[src/hw/rtl/npi_pkg.sv]
`timescale 1ns / 1ps
package npi_pkg;
    localparam int WORD_W = 32;
    localparam int STAT_W = 2;
    localparam logic [STAT_W-1:0] ST_OK    = 2'd0;
    localparam logic [STAT_W-1:0] ST_DUP   = 2'd1;
    localparam logic [STAT_W-1:0] ST_EMPTY = 2'd2;
    localparam logic [STAT_W-1:0] ST_DROP  = 2'd3;
    localparam logic FUNC_APPEND = 1'b0;
    localparam logic FUNC_EVAL   = 1'b1;

    // controller to datapath
    typedef struct packed {
        logic load_pt;     // append input point
        logic load_q;      // capture query abscissa
        logic init_y;      // y <= ordinate of nearest
        logic scan_step;   // nearest-search over entry idx
        logic init_col;    // copy ordinate into c/d for entry idx
        logic calc_start;  // start tableau element (i, m)
        logic div_go;      // issue divisions
        logic write_cd;    // write quotients to c/d
        logic add_dy;      // finish column
        logic clear_out;   // zero y/dy
    } t_cmd;

    typedef struct packed {
        logic den_zero;
        logic div_done;
    } t_sts;

    function automatic logic signed [WORD_W-1:0] sat32(input logic signed [65:0] v);
        if (v > 66'sd2147483647) return 32'sh7fffffff;
        if (v < -66'sd2147483648) return 32'sh80000000;
        return v[WORD_W-1:0];
    endfunction
endpackage

[src/hw/rtl/npi_ctrl.sv]
`timescale 1ns / 1ps
module npi_ctrl #(
    parameter int MAX_POINTS = 16,
    parameter int IDX_W      = 4
) (
    input  logic                        i_clk,
    input  logic                        i_rst_n,
    input  logic                        i_in_valid,
    input  logic                        i_in_func,
    output logic                        o_in_ready,
    output logic                        o_out_valid,
    input  logic                        i_out_ready,
    output logic [npi_pkg::STAT_W-1:0]  o_status,
    output npi_pkg::t_cmd               o_cmd,
    output logic [IDX_W-1:0]            o_idx,
    output logic [IDX_W-1:0]            o_jdx,
    output logic [IDX_W-1:0]            o_dy_idx,
    output logic                        o_dy_upper,
    input  npi_pkg::t_sts               i_sts,
    input  logic [IDX_W-1:0]            i_near
);
    localparam logic [2:0] S_IDLE = 3'd0, S_SCAN = 3'd1, S_MUL = 3'd2,
                           S_DEN = 3'd3, S_DIV = 3'd4, S_COL = 3'd5,
                           S_OUT = 3'd6, S_NEAR = 3'd7;
    localparam int CNT_W = IDX_W + 1;
    localparam logic signed [CNT_W:0] POS_ONE = (CNT_W+1)'(1);

    logic [2:0]       r_st, n_st;
    logic [CNT_W-1:0] r_cnt, n_cnt;
    logic             r_ovf, n_ovf;
    logic [CNT_W-1:0] r_i, n_i, r_m, n_m;
    logic signed [CNT_W:0] r_pos, n_pos;
    logic [npi_pkg::STAT_W-1:0] r_stat, n_stat;
    logic             w_in_fire;
    logic [CNT_W:0]   w_rows;

    assign o_in_ready  = (r_st == S_IDLE);
    assign o_out_valid = (r_st == S_OUT);
    assign o_status    = r_stat;
    assign w_in_fire   = i_in_valid && o_in_ready;
    // appends write at the fill count, the tableau walks r_i
    assign o_idx       = (r_st == S_IDLE) ? r_cnt[IDX_W-1:0] : r_i[IDX_W-1:0];
    assign o_jdx       = IDX_W'(r_i + r_m + CNT_W'(1));
    assign w_rows      = (CNT_W+1)'(r_cnt) - (CNT_W+1)'(r_m) - (CNT_W+1)'(1);
    assign o_dy_upper  = ($signed({1'b0, (CNT_W+1)'(2)}) * (r_pos + POS_ONE))
                         < $signed({1'b0, w_rows});
    assign o_dy_idx    = o_dy_upper ? IDX_W'(r_pos + POS_ONE) : IDX_W'(r_pos);

    always_comb begin
        n_st = r_st; n_cnt = r_cnt; n_ovf = r_ovf; n_i = r_i; n_m = r_m;
        n_pos = r_pos; n_stat = r_stat;
        o_cmd = '0;
        case (r_st)
            S_IDLE: if (w_in_fire) begin
                if (i_in_func == npi_pkg::FUNC_APPEND) begin
                    if (r_cnt < CNT_W'(MAX_POINTS)) begin
                        o_cmd.load_pt = 1'b1;
                        n_cnt = r_cnt + CNT_W'(1);
                    end else begin
                        n_ovf = 1'b1;
                    end
                end else if (r_cnt == '0) begin
                    n_stat = npi_pkg::ST_EMPTY;
                    o_cmd.clear_out = 1'b1;
                    n_st = S_OUT;
                end else begin
                    o_cmd.load_q = 1'b1;
                    n_i = '0;
                    n_stat = npi_pkg::ST_OK;
                    n_st = S_SCAN;
                end
            end
            S_SCAN: begin
                o_cmd.scan_step = 1'b1;
                o_cmd.init_col  = 1'b1;
                n_i = r_i + CNT_W'(1);
                if (r_i + CNT_W'(1) == r_cnt) n_st = S_NEAR;
            end
            S_NEAR: begin
                o_cmd.init_y = 1'b1;
                n_pos = $signed({2'b0, i_near}) - POS_ONE;
                n_m = '0; n_i = '0;
                n_st = (r_cnt == CNT_W'(1)) ? S_OUT : S_MUL;
                if (r_cnt == CNT_W'(1) && r_ovf) n_stat = npi_pkg::ST_DROP;
            end
            S_MUL: begin
                o_cmd.calc_start = 1'b1;
                n_st = S_DEN;
            end
            S_DEN: begin
                if (i_sts.den_zero) begin
                    n_stat = npi_pkg::ST_DUP;
                    o_cmd.clear_out = 1'b1;
                    n_st = S_OUT;
                end else begin
                    o_cmd.div_go = 1'b1;
                    n_st = S_DIV;
                end
            end
            S_DIV: if (i_sts.div_done) begin
                o_cmd.write_cd = 1'b1;
                n_i = r_i + CNT_W'(1);
                n_st = ((CNT_W+1)'(r_i) + (CNT_W+1)'(1) == w_rows) ? S_COL : S_MUL;
            end
            S_COL: begin
                o_cmd.add_dy = 1'b1;
                if (!o_dy_upper) n_pos = r_pos - POS_ONE;
                n_i = '0;
                n_m = r_m + CNT_W'(1);
                if ((CNT_W+1)'(r_m) + (CNT_W+1)'(2) == (CNT_W+1)'(r_cnt)) begin
                    n_st = S_OUT;
                    if (r_ovf) n_stat = npi_pkg::ST_DROP;
                end else begin
                    n_st = S_MUL;
                end
            end
            S_OUT: if (i_out_ready) begin
                n_cnt = '0; n_ovf = 1'b0;
                n_st = S_IDLE;
            end
            default: n_st = S_IDLE;
        endcase
    end

    always_ff @(posedge i_clk) begin
        if (!i_rst_n) begin
            r_st <= S_IDLE; r_cnt <= '0; r_ovf <= 1'b0;
            r_i <= '0; r_m <= '0; r_pos <= '0; r_stat <= npi_pkg::ST_OK;
        end else begin
            r_st <= n_st; r_cnt <= n_cnt; r_ovf <= n_ovf;
            r_i <= n_i; r_m <= n_m; r_pos <= n_pos; r_stat <= n_stat;
        end
    end
endmodule

[config.mk]
export PLATFORM = sky130hd
export DESIGN_NAME = npi_ctrl
export DESIGN_NICKNAME = d
export VERILOG_FILES = /design/src/hw/rtl/npi_pkg.sv /design/src/hw/rtl/npi_ctrl.sv
export SDC_FILE = /design/constraint.sdc
export NUM_CORES = 1
export LEC_CHECK = 0
export BUFFER_PORTS_ARGS = -buffer_cell sky130_fd_sc_hd__buf_2
export CORE_ASPECT_RATIO = 1.4
export CORE_UTILIZATION = 45
export CTS_CLUSTER_DIAMETER = 30
export DETAILED_ROUTE_END_ITERATION = 12
export GPL_ROUTABILITY_DRIVEN = 0
export HOLD_SLACK_MARGIN = 0.03
export PLACE_DENSITY = 0.68
export SYNTH_ARGS = -nofsm -noshare
export SYNTH_HDL_FRONTEND = slang
export SYNTH_SLANG_ARGS = --single-unit
[constraint.sdc]
create_clock -name i_clk -period 9.72 [get_ports i_clk]
set_input_delay 1.944 -clock i_clk [delete_from_list [all_inputs] [get_ports i_clk]]
set_output_delay 1.944 -clock i_clk [all_outputs]
set_load 0.005 [all_outputs]
# --- After elaboration in Yosys (flattened, before gate mapping) ---
# Cells that the tools add are included.
classes:
  add_sub_neg: 13
  order_cmp: 2
  eq_ne: 25
  n_mux: 58
  n_reduce_logical: 15
ops:
  columns: ["op", "n"]
  rows:
  - ["$mux 5", 8]
  - ["$mux 3", 9]
  - ["$pmux 3 s8", 1]
  - ["$mux 2", 11]
  - ["$ne 2x2->1 const B", 11]
  - ["$pmux 5 s2", 2]
  - ["$pmux 5 s4", 1]
  - ["$reduce_and 5->1", 4]
  - ["$mux 1", 19]
  - ["$add 5x1->5 const B", 3]
  - ["$eq 3x3->1 const B", 4]
  - ["$pmux 6 s2", 1]
  - ["$mux 4", 2]
  - ["$pmux 2 s4", 1]
  - ["$reduce_bool 4->1", 2]
  - ["$lt 7x7->1", 1]
  - ["$reduce_and 7->1", 1]
  - ["$add 5x1->6 const B", 1]
  - ["$add 5x2->6 const B", 1]
  - ["$add 6x2->6 const B", 1]
  - ["$eq 3x2->1 const B", 2]
  - ["$eq 6x5->1", 1]
  - ["$eq 6x6->1", 1]
  - ["$mux 6", 1]
  - ["other kinds (19)", 24]
word_totals:
  ff_bits: 27
  input_bits: 11
  output_inout_bits: 27
  elab_cells: 120

# --- Logic depth before layout (Yosys ltp) ---
# Gate-level depths: netlist of run 1.
depth:
  word_depth: 6
  depth_mapped: 13
  ltp_nobuf: 13

# --- Worst setup path before layout of run 1 ---
# OpenSTA, ideal clock, no wires.
synth_path:
  kind: "reg-to-output"
  from: "reg r_cnt[0]"
  to: "out o_dy_idx[2]"
  arrival_time_ns: 2.723
  t_required_ns: 7.776
  setup_slack_ns: 5.053
  path_stages_with_launch: 13
  path_buffers: 0
  cell_sequence: "dfxtp_1 -> ha_1 -> inv_1 -> fa_1 -> nand2b_1 -> a21oi_1 -> xnor2_1 -> ha_1 -> o21a_1 -> o31a_1 -> o21ai_1 -> nand2_1 -> xnor2_1"
synth_via:
  elab_chain_len: 4
synth_lines:
  columns: ["element", "line", "rtl"]
  rows:
  - ["start: declaration", "npi_ctrl.sv:29", "logic [CNT_W-1:0] r_cnt, n_cnt;"]
  - ["start signal: assignment", "npi_ctrl.sv:130", "r_st <= n_st; r_cnt <= n_cnt; r_ovf <= n_ovf;"]
  - ["$sub 5x5->6", "npi_ctrl.sv:44", "assign w_rows = (CNT_W+1)'(r_cnt) - (CNT_W+1)'(r_m) - (CNT_W+1)'(1);"]
  - ["$sub 6x1->6", "npi_ctrl.sv:44", null]
  - ["$lt 7x7->1", "npi_ctrl.sv:46", "< $signed({1'b0, w_rows});"]
  - ["named net o_dy_upper", "npi_ctrl.sv:18", "output logic o_dy_upper,"]
  - ["$mux 4", "npi_ctrl.sv:47", "assign o_dy_idx = o_dy_upper ? IDX_W'(r_pos + POS_ONE) : IDX_W'(r_pos);"]
  - ["end: declaration", "npi_ctrl.sv:17", "output logic [IDX_W-1:0] o_dy_idx,"]
# The timed path passes the listed nets, and every way through them passes these cells.

# --- Final worst setup path of run 1 ---
layout_path:
  from: "reg r_cnt[0]"
  to: "out o_dy_idx[3]"
layout_via:
  elab_chain_len: 4
layout_lines:
  columns: ["element", "line"]
  rows:
  - ["$sub 5x5->6", "npi_ctrl.sv:44"]
  - ["$sub 6x1->6", "npi_ctrl.sv:44"]
  - ["$lt 7x7->1", "npi_ctrl.sv:46"]
  - ["$mux 4", "npi_ctrl.sv:47"]
# No other way between the ends.

==> results_tabular.tex, run 1 <==
\begin{tabular}{lr}
\hline
Metric & Value \\
\hline
\multicolumn{2}{l}{\textbf{Run status}} \\
Status & finished, final reports clean \\
\multicolumn{2}{l}{\textbf{CTS}} \\
Number of setup buffers added after CTS & 0 \\
Post-CTS Hold Fix Bufs & 0 \\
CTS H-Tree Depth & 1 \\
Total clock buffers created by CTS & 3 \\
Clock latency on the worst-skew pair & 0.28 ns \\
Deepest clock path buffer count & 2 \\
Sink count of the clock tree & 27 \\
Clock tree from TritonCTS & yes \\
CTS root buf & sky130\_fd\_sc\_hd\_\_clkbuf\_8 \\
CTS clock-pin slew for the worst setup and hold paths & 0.09 ns \\
Post\_cts resized & 0 \\
\multicolumn{2}{l}{\textbf{Logic synthesis}} \\
Synthesized instance count & 336 \\
Yosys Warn Count & 0 \\
Mean Syn Cell Area & 7.63 sq um \\
Most common cell in the netlist & sky130\_fd\_sc\_hd\_\_nand2\_1 \\
Count of flip-flops with a built-in enable after synthesis & 0 \\
Synthesized area & 0.00256 sq mm \\
Leading area contributor after synthesis & sky130\_fd\_sc\_hd\_\_dfxtp\_1 \\
Async SR Flop Fraction & 0 \\
Dominant synthesized flop cell & sky130\_fd\_sc\_hd\_\_dfxtp\_1 \\
\#FFs+latches synth & 27 \\
Top post-synthesis cells by count & sky130\_fd\_sc\_hd\_\_nand2\_1 (35), sky130\_fd\_sc\_hd\_\_nor2\_1 (31), sky130\_fd\_sc\_hd\_\_dfxtp\_1 (27) \\
Fraction of synthesized cell area taken by the top area cell type & 0.211 \\
Net count after synthesis & 371 \\
Leading post-synthesis cells by cell area & sky130\_fd\_sc\_hd\_\_dfxtp\_1 (21\%), sky130\_fd\_sc\_hd\_\_ha\_1 (11\%), sky130\_fd\_sc\_hd\_\_xnor2\_1 (6.8\%), sky130\_fd\_sc\_hd\_\_nand2\_1 (5.1\%), sky130\_fd\_sc\_hd\_\_nor2\_1 (4.5\%) \\
Part of the Yosys area used for sequential elements & 0.211 \\
Count of cell types in the netlist & 61 \\
\multicolumn{2}{l}{\textbf{Worst setup path}} \\
Peak fanout along the critical path & 9 \\
Kind of capture point of the worst setup path & output pin \\
Worst Path Class, Setup & register to output pin \\
Worst Path Required & 7.78 ns \\
Startpoint kind of the worst setup timing path & register \\
Arr. time, crit path & 3.49 ns \\
\multicolumn{2}{l}{\textbf{STA}} \\
Max-Slew Margin vs Limit & 0.479 \\
Max-slew violations & 0 \\
Peak clock frequency supported by timing & 184 MHz \\
Tightest Pin Transition & 0.780 ns \\
Count of endpoints failing hold in the final timing report & 0 \\
Final TNS setup & 0 ns \\
Unrepaired setup endpoints after global routing & no \\
Shortest clock period the worst path allows after layout & 5.43 ns \\
Period utilisation layout & 0.559 \\
Setup violations, final & 0 \\
Final hold slack & 0.491 ns \\
Layout Skew & 0.00823 ns \\
\multicolumn{2}{l}{\textbf{GRT}} \\
Global-route layer with the greatest usage & met2 \\
Number of global-route vias before repair & 2393 \\
GR Overflow Total & 0 \\
Antenna violations before repair & 0 \\
Global-route met3 utilization & 0.0163 \\
Total global routing track utilization & 0.234 \\
Fraction of met2 tracks used by global routing & 0.409 \\
Pin count of the biggest net entering global routing & 17 \\
First-pass GRT wire length & 11.0 mm \\
GR met1 Demand/Resource & 0.283 \\
\multicolumn{2}{l}{\textbf{Floorplan}} \\
Total I/O pin count & 38 \\
Die H & 91.3 um \\
Die width & 65.8 um \\
Effective utilization at floorplan & 0.468 \\
Number of standard-cell rows in the floorplan & 32 \\
Standard cell core area & 0.00549 sq mm \\
DIE AREA & 0.00601 sq mm \\
\multicolumn{2}{l}{\textbf{Power and ir drop}} \\
Switching fraction of total power & 0.448 \\
Cell-internal power & 248 uW \\
Fraction of power consumed by sequential logic & 0.339 \\
Leakage power summed over all cells & 0.00125 uW \\
Relative contribution of combinational cells to total power & 0.513 \\
Worst vdd ir & 0.0877 mV \\
Total power density per cell area & 160 mW/mm\^{}2 \\
Switching power summed over all nets & 202 uW \\
Share of total power in the clock network & 0.148 \\
\multicolumn{2}{l}{\textbf{Cells and area}} \\
Net total in the final layout & 396 \\
Fraction of layout cells with a size suffix above 1 & 0.139 \\
ANT cells & 0 \\
Area overhead of the layout relative to synthesis & 9.51\% \\
Fin cells & 428 \\
\multicolumn{2}{l}{\textbf{Detailed routing}} \\
Vias per std cell & 5.89 \\
Length of the first detailed-routing pass in iterations & 4 \\
Total wire length after detailed routing & 6.66 mm \\
Number of design-rule violations left by the first detailed-router iteration & 104 \\
\# DRC & 0 \\
Via count & 2521 \\
Average wire length per cell after detail routing & 15.6 um \\
Number of routed nets with antenna violations & 0 \\
\multicolumn{2}{l}{\textbf{Placed design}} \\
Placed wire-length estimate after detailed placement & 5.23 mm \\
Count of buffers inserted at the top-level ports & 37 \\
Cell count after placement & 424 \\
\multicolumn{2}{l}{\textbf{Min path}} \\
Hold Path Class & register to register \\
\multicolumn{2}{l}{\textbf{Run}} \\
Maximum Capacitance Violations & 0 \\
\hline
\end{tabular}
[critical path, stage by stage, from the launching register on]
cell	delay [ns]
sky130_fd_sc_hd__dfxtp_1	0.48
sky130_fd_sc_hd__ha_1	0.23
sky130_fd_sc_hd__inv_1	0.06
sky130_fd_sc_hd__fa_1	0.40
sky130_fd_sc_hd__nand2b_1	0.16
sky130_fd_sc_hd__a21oi_1	0.15
sky130_fd_sc_hd__xnor2_1	0.18
sky130_fd_sc_hd__ha_1	0.27
sky130_fd_sc_hd__o21a_1	0.18
sky130_fd_sc_hd__o31a_1	0.11
sky130_fd_sc_hd__o21ai_1	0.57
sky130_fd_sc_hd__nand2b_1	0.14
sky130_fd_sc_hd__xnor2_1	0.15
sky130_fd_sc_hd__buf_2	0.13
[layout by cell type, fill, tap and decap left out, types with 7 or more instances in the layout]
cell | Yosys | final
sky130_fd_sc_hd__nand2_1 | 35 | 35
sky130_fd_sc_hd__buf_2 | 9 | 37
sky130_fd_sc_hd__inv_1 | 24 | 24
sky130_fd_sc_hd__nor2_1 | 31 | 31
sky130_fd_sc_hd__nand3_1 | 11 | 11
sky130_fd_sc_hd__xnor2_1 | 20 | 20
sky130_fd_sc_hd__nor3_1 | 7 | 7
sky130_fd_sc_hd__o21ai_0 | 16 | 16
sky130_fd_sc_hd__xor2_1 | 12 | 12
sky130_fd_sc_hd__ha_1 | 22 | 22
sky130_fd_sc_hd__dfxtp_1 | 27 | 27
sky130_fd_sc_hd__a21oi_1 | 22 | 22
[power groups by stage]
| stage | Combinational (uW) | Clock, uW | Sequential, uW |
|---|---|---|---|
| after detailed placement | 228 | 0 | 154 |
| after global placement | 227 | 0 | 154 |
| after floorplan | 179 | 0 | 135 |
| after CTS | 230 | 68.5 | 151 |
| final | 230 | 66.7 | 152 |
| after global routing | 259 | 72.6 | 155 |
[final cells by class]
class	instances	area, sq um
clock buffer	4	45.0
multi-input combinational	266	1850
fill	563	2680
sequential	27	541
tap	68	85.1
inverter	24	90.1
timing repair buffer	39	200
[through the flow]
step | instance area (sq um) | utilization | setup slack [ns] | power, uW
floorplan | 2560 | - | 5.05 | 315
global placement | 2760 | 0.504 | 4.73 | 381
detailed placement | 2760 | 0.504 | 4.66 | 382
CTS | 2810 | 0.512 | 4.34 | 449
global route | 2810 | 0.512 | 4.00 | 487
finish | 2810 | 0.512 | 4.29 | 450
[per-layer routing]
layer / wire length, um / up-vias
met3: 216 / 15
met5: 0 / -
met1: 2770 / 1197
li1: - / 1235
met4: 168 / 0
met2: 3510 / 74
[worst paths after layout]
kind                                             from               endpoint  slack (ns)  depth (start not counted)
worst max register to register  r_cnt[0]$_SDFFE_PN0P_  r_pos[1]$_SDFFE_PN0P_        6.52                         12
worst max-delay path            r_cnt[0]$_SDFFE_PN0P_            o_dy_idx[3]        4.29                         13
worst min-delay path               r_ovf$_SDFFE_PN0P_     r_ovf$_SDFFE_PN0P_        0.49                          2
worst min register to register     r_ovf$_SDFFE_PN0P_     r_ovf$_SDFFE_PN0P_        0.49                          2
[cells by family (layout without fill, tap and decap cells)]
kind of cell             Yosys count  in the layout  synth area share
AND/OR/NAND/NOR                  120            120             0.230
AO/OA/AOI/OAI                     86             86             0.237
buffers and inverters             43             67            0.0688
XOR/XNOR                          33             33             0.118
flip-flops                        27             27             0.211
adder cells (fa/ha/maj)           24             24             0.123
multiplexers                       3              3            0.0127
[sequential cells by signal (all words and copies together) (netlist names)]
register / cells
r_st: 3
r_ovf: 1
r_pos: 6
r_cnt: 5
o_status: 2
r_m: 5
r_i: 5
Note: power is estimated with default switching activity, not from simulation.
==> run 2, diff against run 1 <==
==> constraint.sdc (replaced) <==
create_clock -name i_clk -period 5.5 [get_ports i_clk]
set_input_delay 1.1 -clock i_clk [delete_from_list [all_inputs] [get_ports i_clk]]
set_output_delay 1.1 -clock i_clk [all_outputs]
set_load 0.005 [all_outputs]
==> run 2 against run 1 <==
Utilization rose by 0.14 points. Non-clock buffer count grew 1. Global-route usage increased by 0.29 points. Critical path type unchanged.
==> results_tabular.tex, run 2 (synthesized netlist as in run 1, its figures left out) <==
\begin{tabular}{lr}
\hline
Metric & Value \\
\hline
\multicolumn{2}{l}{\textbf{Floorplan}} \\
Effective utilization at floorplan & 0.468 (unchanged) \\
Total I/O pin count & 38 (unchanged) \\
Number of standard-cell rows in the floorplan & 32 (unchanged) \\
Die width & 65.8 um (unchanged) \\
Standard cell core area & 0.00549 sq mm (unchanged) \\
Die H & 91.3 um (unchanged) \\
DIE AREA & 0.00601 sq mm (unchanged) \\
\multicolumn{2}{l}{\textbf{GRT}} \\
First-pass GRT wire length & 11.2 mm (+1.2\%) \\
Pin count of the biggest net entering global routing & 17 (unchanged) \\
Total global routing track utilization & 0.237 (+0.00293) \\
GR Overflow Total & 0 (unchanged) \\
Number of global-route vias before repair & 2428 (+1.5\%) \\
Antenna violations before repair & 0 (unchanged) \\
\multicolumn{2}{l}{\textbf{Power and ir drop}} \\
Switching fraction of total power & 0.450 (+0.00150) \\
Cell-internal power & 438 uW (+77\%) \\
Worst vdd ir & 0.172 mV (+96\%) \\
Total power density per cell area & 283 mW/mm\^{}2 (+77\%) \\
Switching power summed over all nets & 358 uW (+78\%) \\
Leakage power summed over all cells & 0.00125 uW (+0.44\%) \\
Relative contribution of combinational cells to total power & 0.514 (about the same) \\
Share of total power in the clock network & 0.147 (about the same) \\
Fraction of power consumed by sequential logic & 0.339 (about the same) \\
\multicolumn{2}{l}{\textbf{Worst setup path}} \\
Worst path slowest cell & sky130\_fd\_sc\_hd\_\_o21ai\_1 \\
Maximum cell stage delay along the critical path & 0.55 ns (-0.02 ns) \\
Endpoint of the worst setup timing path & o\_dy\_idx[3] \\
Worst Path Class, Setup & register to output pin \\
Reg2Reg Launch Point & r\_cnt[0]\$\_SDFFE\_PN0P\_ \\
Total buffers and inverters traversed by the critical path & 2 (unchanged) \\
Worst Path Required & 4.40 ns (-3.38 ns) \\
Arr. time, crit path & 3.46 ns (-0.03 ns) \\
Launching instance or port of the critical path & r\_cnt[0]\$\_SDFFE\_PN0P\_ \\
Logic depth of the worst register-to-register path & 12 (unchanged) \\
Critical-path cell list & ha\_1 > inv\_1 > fa\_1 > nand2b\_1 > a21oi\_1 > xnor2\_1 > ha\_1 > o21a\_1 > o31a\_1 > o21ai\_1 > nand2b\_1 > xnor2\_1 > buf\_2 \\
Kind of capture point of the worst setup path & output pin \\
Critical path depth in cells & 13 (unchanged) \\
Reg2reg setup slack & 2.34 ns (-4.18 ns) \\
Reg-to-Reg End & r\_pos[1]\$\_SDFFE\_PN0P\_ \\
Peak fanout along the critical path & 9 (unchanged) \\
Largest delay contributor family on the critical path & compound AO/OA/AOI/OAI gates \\
Startpoint kind of the worst setup timing path & register \\
\multicolumn{2}{l}{\textbf{STA}} \\
Max-Slew Margin vs Limit & 0.462 (-0.0169) \\
Count of endpoints failing hold in the final timing report & 0 (unchanged) \\
Setup violations, final & 0 (unchanged) \\
Final TNS setup & 0 ns (unchanged) \\
Max-slew violations & 0 (unchanged) \\
Peak clock frequency supported by timing & 219 MHz \\
Unrepaired setup endpoints after global routing & no \\
Layout Skew & 0.00591 ns (-0.00232 ns) \\
Shortest clock period the worst path allows after layout & 4.56 ns \\
Period utilisation layout & 0.829 \\
Tightest Pin Transition & 0.805 ns (+0.0252 ns) \\
\multicolumn{2}{l}{\textbf{Detailed routing}} \\
Length of the first detailed-routing pass in iterations & 4 (unchanged) \\
Via count & 2499 (-0.87\%) \\
\# DRC & 0 (unchanged) \\
Number of design-rule violations left by the first detailed-router iteration & 111 (+6.7\%) \\
Average wire length per cell after detail routing & 15.6 um (+0.44\%) \\
Vias per std cell & 5.83 (-1.1\%) \\
Total wire length after detailed routing & 6.71 mm (+0.68\%) \\
Number of routed nets with antenna violations & 0 (unchanged) \\
\multicolumn{2}{l}{\textbf{Run}} \\
Maximum Capacitance Violations & 0 (unchanged) \\
\multicolumn{2}{l}{\textbf{CTS}} \\
CTS H-Tree Depth & 1 (unchanged) \\
Post-CTS Hold Fix Bufs & 0 (unchanged) \\
Post\_cts resized & 0 (unchanged) \\
CTS clock-pin slew for the worst setup and hold paths & 0.09 ns (about the same) \\
Deepest clock path buffer count & 2 (unchanged) \\
CTS root buf & sky130\_fd\_sc\_hd\_\_clkbuf\_8 \\
Number of setup buffers added after CTS & 0 (unchanged) \\
Clock latency on the worst-skew pair & 0.28 ns (about the same) \\
Sink count of the clock tree & 27 (unchanged) \\
Total clock buffers created by CTS & 3 (unchanged) \\
Clock tree from TritonCTS & yes \\
\multicolumn{2}{l}{\textbf{Cells and area}} \\
Biggest register & r\_pos \\
Number of fill cells & 550 (-2.3\%) \\
Final Core Density & 0.513 (+0.00137) \\
Net total in the final layout & 397 (+0.25\%) \\
Area overhead of the layout relative to synthesis & 9.80\% \\
Fraction of layout cells with a size suffix above 1 & 0.141 (+0.00239) \\
Most common library cell in the layout ignoring fill and taps & sky130\_fd\_sc\_hd\_\_buf\_2 \\
Max FFs per register & 6 (unchanged) \\
ANT cells & 0 (unchanged) \\
Most frequent cells in the layout & sky130\_fd\_sc\_hd\_\_buf\_2 (37), sky130\_fd\_sc\_hd\_\_nand2\_1 (35), sky130\_fd\_sc\_hd\_\_nor2\_1 (31) \\
\multicolumn{2}{l}{\textbf{Run status}} \\
Status & finished, final reports clean \\
\multicolumn{2}{l}{\textbf{Min path}} \\
Hold Path Class & register to register \\
\multicolumn{2}{l}{\textbf{Placed design}} \\
Placed wire-length estimate after detailed placement & 5.25 mm (+0.32\%) \\
Count of buffers inserted at the top-level ports & 37 (unchanged) \\
\hline
\end{tabular}
==> run 2: worst min-delay path by stage <==
stage / endpoint / slack [ns] / cells past startpoint / start
floorplan: r_ovf$_SDFFE_PN0P_ / 0.43 / 2 / r_ovf$_SDFFE_PN0P_
global placement: r_ovf$_SDFFE_PN0P_ / 0.47 / 2 / r_ovf$_SDFFE_PN0P_
detailed placement: r_ovf$_SDFFE_PN0P_ / 0.48 / 2 / r_ovf$_SDFFE_PN0P_
CTS: r_ovf$_SDFFE_PN0P_ / 0.50 / 2 / r_ovf$_SDFFE_PN0P_
global route: o_status[0]$_SDFFE_PN0P_ / 0.55 / 1 / o_status[0]$_SDFFE_PN0P_
finish: o_status[0]$_SDFFE_PN0P_ / 0.50 / 1 / o_status[0]$_SDFFE_PN0P_
==> run 2: final cells by class <==
cell class              instances  area [sq um]  share of cell area
multi-input cells             266          1850               0.656
flip-flops and latches         27           541               0.192
repair buffers                 40           208              0.0737
inverters                      24          90.1              0.0320
well taps                      68          85.1              0.0302
clock buffers                   4          45.0              0.0160
==> run 2: layer usage <==
metal  vias up  track usage  part of all wire  routed length [um]
met4         0        0.101             0.022                 146
met5         -            0                 0                   0
met2        59        0.414              0.53                3540
met3        13       0.0327             0.035                 236
met1      1191        0.279              0.42                2790
li1       1236            -                 -                   -
==> run 2: power by group through the flow <==
stage                     clock network, uW  logic, uW  registers, uW
after floorplan                           0        317            239
after global placement                    0        401            272
after detailed placement                  0        403            274
after CTS                               120        406            269
after global routing                    132        455            275
final                                   117        410            270
==> run 2: per-stage QoR <==
step / power [uW] / area, sq um / setup WS, ns / hold WS (ns) / std cells
after global placement: 673 / 2770 / 1.35 / 0.465 / 425
after CTS: 794 / 2820 / 0.971 / 0.503 / 429
after global routing: 862 / 2820 / 0.610 / 0.546 / 429
final: 797 / 2820 / 0.943 / 0.502 / 429
after floorplan: 556 / 2560 / 1.68 / 0.434 / 336
after detailed placement: 677 / 2770 / 1.29 / 0.481 / 425
==> run 3, diff against run 2 <==
==> constraint.sdc (replaced) <==
create_clock -name i_clk -period 4.46 [get_ports i_clk]
set_input_delay 0.892 -clock i_clk [delete_from_list [all_inputs] [get_ports i_clk]]
set_output_delay 0.892 -clock i_clk [all_outputs]
set_load 0.005 [all_outputs]
==> run 3 against run 2 <==
Sequential share of layout area unchanged. Wire length decreased by 1.0%. Utilization did not move. Critical path depth increased by 1. Clock-buffer cell count did not move. Combinational power increased by 22%. Clock power increased by 26%. Largest power group unchanged. Final area stayed put. Clock skew is 0.0066 ns higher. Worst setup slack got worse by 0.52 ns.
==> results_tabular.tex, run 3 (synthesized netlist as in run 1, its figures left out) <==
\begin{tabular}{lr}
\hline
Metric & Value \\
\hline
\multicolumn{2}{l}{\textbf{Run status}} \\
Status & finished, final reports clean \\
\multicolumn{2}{l}{\textbf{Floorplan}} \\
DIE AREA & 0.00601 sq mm (unchanged) \\
Die width & 65.8 um (unchanged) \\
Total I/O pin count & 38 (unchanged) \\
Die H & 91.3 um (unchanged) \\
Effective utilization at floorplan & 0.468 (unchanged) \\
Number of standard-cell rows in the floorplan & 32 (unchanged) \\
Standard cell core area & 0.00549 sq mm (unchanged) \\
\multicolumn{2}{l}{\textbf{CTS}} \\
Total clock buffers created by CTS & 3 (unchanged) \\
Sink count of the clock tree & 27 (unchanged) \\
Clock tree from TritonCTS & yes \\
Number of setup buffers added after CTS & 0 (unchanged) \\
CTS clock-pin slew for the worst setup and hold paths & 0.10 ns (about the same) \\
Post\_cts resized & 0 (unchanged) \\
Post-CTS Hold Fix Bufs & 0 (unchanged) \\
Deepest clock path buffer count & 2 (unchanged) \\
Clock latency on the worst-skew pair & 0.28 ns (about the same) \\
CTS H-Tree Depth & 1 (unchanged) \\
CTS root buf & sky130\_fd\_sc\_hd\_\_clkbuf\_8 \\
\multicolumn{2}{l}{\textbf{Min path}} \\
Worst Hold Path Cells & 2 (+1) \\
Hold Path Class & register to register \\
\multicolumn{2}{l}{\textbf{Worst setup path}} \\
Peak fanout along the critical path & 9 (unchanged) \\
Kind of capture point of the worst setup path & output pin \\
Logic depth of the worst register-to-register path & 12 (unchanged) \\
Startpoint kind of the worst setup timing path & register \\
Worst Path Class, Setup & register to output pin \\
Arr. time, crit path & 3.15 ns (-0.31 ns) \\
Worst Path Required & 3.57 ns (-0.83 ns) \\
\multicolumn{2}{l}{\textbf{Detailed routing}} \\
Number of design-rule violations left by the first detailed-router iteration & 148 (+33\%) \\
Average wire length per cell after detail routing & 15.5 um (-1.0\%) \\
Length of the first detailed-routing pass in iterations & 4 (unchanged) \\
Total wire length after detailed routing & 6.64 mm (-1.0\%) \\
Via count & 2517 (+0.72\%) \\
\# DRC & 0 (unchanged) \\
Number of routed nets with antenna violations & 0 (unchanged) \\
Vias per std cell & 5.87 (+0.72\%) \\
\multicolumn{2}{l}{\textbf{GRT}} \\
Number of global-route vias before repair & 2330 (-4.0\%) \\
Pin count of the biggest net entering global routing & 17 (unchanged) \\
GR Overflow Total & 0 (unchanged) \\
First-pass GRT wire length & 11.0 mm (-2.0\%) \\
Total global routing track utilization & 0.232 (-0.00491) \\
Antenna violations before repair & 0 (unchanged) \\
\multicolumn{2}{l}{\textbf{Cells and area}} \\
ANT cells & 0 (unchanged) \\
Area overhead of the layout relative to synthesis & 9.80\% (unchanged) \\
Fraction of layout cells with a size suffix above 1 & 0.141 (unchanged) \\
Max FFs per register & 6 (unchanged) \\
Most frequent cells in the layout & sky130\_fd\_sc\_hd\_\_buf\_2 (37), sky130\_fd\_sc\_hd\_\_nand2\_1 (35), sky130\_fd\_sc\_hd\_\_nor2\_1 (31) \\
Net total in the final layout & 397 (unchanged) \\
Number of fill cells & 529 (-3.8\%) \\
Most common library cell in the layout ignoring fill and taps & sky130\_fd\_sc\_hd\_\_buf\_2 \\
Biggest register & r\_pos \\
\multicolumn{2}{l}{\textbf{STA}} \\
Unrepaired setup endpoints after global routing & no \\
Shortest clock period the worst path allows after layout & 4.04 ns \\
Max-slew violations & 0 (unchanged) \\
Final TNS setup & 0 ns (unchanged) \\
Setup violations, final & 0 (unchanged) \\
Max-Slew Margin vs Limit & 0.479 (+0.0170) \\
Period utilisation layout & 0.905 \\
Peak clock frequency supported by timing & 248 MHz \\
Layout Skew & 0.0126 ns (+0.00665 ns) \\
Tightest Pin Transition & 0.780 ns (-0.0254 ns) \\
Count of endpoints failing hold in the final timing report & 0 (unchanged) \\
Final hold slack & 0.503 ns (+0.00140 ns) \\
\multicolumn{2}{l}{\textbf{Placed design}} \\
Placed wire-length estimate after detailed placement & 5.18 mm (-1.4\%) \\
Count of buffers inserted at the top-level ports & 37 (unchanged) \\
\multicolumn{2}{l}{\textbf{Power and ir drop}} \\
Total power density per cell area & 349 mW/mm\^{}2 (+23\%) \\
Leakage power summed over all cells & 0.00125 uW (-0.10\%) \\
Worst vdd ir & 0.194 mV (+13\%) \\
\multicolumn{2}{l}{\textbf{Run}} \\
Maximum Capacitance Violations & 0 (unchanged) \\
\hline
\end{tabular}
==> run 3: worst paths after layout <==
path	from	endpoint	slack, ns
worst min-delay path	r_ovf$_SDFFE_PN0P_	r_ovf$_SDFFE_PN0P_	0.50
worst max-delay path	r_m[1]$_SDFFE_PN0P_	o_dy_idx[2]	0.42
worst min register to register	r_ovf$_SDFFE_PN0P_	r_ovf$_SDFFE_PN0P_	0.50
worst max register to register	r_m[1]$_SDFFE_PN0P_	r_pos[4]$_SDFFE_PN0P_	1.44
==> run 3: layout make-up <==
class                   count  area (sq um)  area share
multi-input cells         266          1850       0.656
well taps                  68          85.1      0.0302
inverters                  24          90.1      0.0320
repair buffers             40           208      0.0737
flip-flops and latches     27           541       0.192
clock buffers               4          45.0      0.0160
==> run 3: through the flow <==
step / instance area [sq um] / power [uW] / setup WS (ns) / instances / util
after detailed placement: 2770 / 834 / 0.751 / 425 / 0.505
after floorplan: 2560 / 686 / 0.845 / 336 / -
after global routing: 2820 / 1060 / 0.173 / 429 / 0.513
after CTS: 2820 / 982 / 0.424 / 429 / 0.513
after global placement: 2770 / 832 / 0.823 / 425 / 0.505
final: 2820 / 984 / 0.422 / 429 / 0.513
==> run 3: worst max-delay path, stage by stage, from the launching register on <==
cell                      delay (ns)
sky130_fd_sc_hd__dfxtp_1        0.56
sky130_fd_sc_hd__inv_1          0.09
sky130_fd_sc_hd__ha_1           0.29
sky130_fd_sc_hd__a211o_1        0.32
sky130_fd_sc_hd__nand3_1        0.17
sky130_fd_sc_hd__nand2_1        0.10
sky130_fd_sc_hd__ha_1           0.29
sky130_fd_sc_hd__o21ai_0        0.07
sky130_fd_sc_hd__a21oi_1        0.07
sky130_fd_sc_hd__o31a_1         0.26
sky130_fd_sc_hd__o21ai_1        0.12
sky130_fd_sc_hd__buf_4          0.18
sky130_fd_sc_hd__nand2_1        0.08
sky130_fd_sc_hd__xnor2_1        0.13
sky130_fd_sc_hd__buf_2          0.13
==> run 3: power breakdown <==
| part | internal (uW) | switching (uW) |
|---|---|---|
| combinational | 208 | 294 |
| clock | 64.2 | 82.6 |
| sequential | 268 | 66.3 |
| total | 541 | 443 |
==> run 3: layer usage <==
layer  track usage  routed length [um]  vias up
met2         0.385                3330       71
met3        0.0289                 267       24
met1         0.288                2810     1181
met4         0.112                 231        0
met5             0                   0        -
li1              -                   -     1241
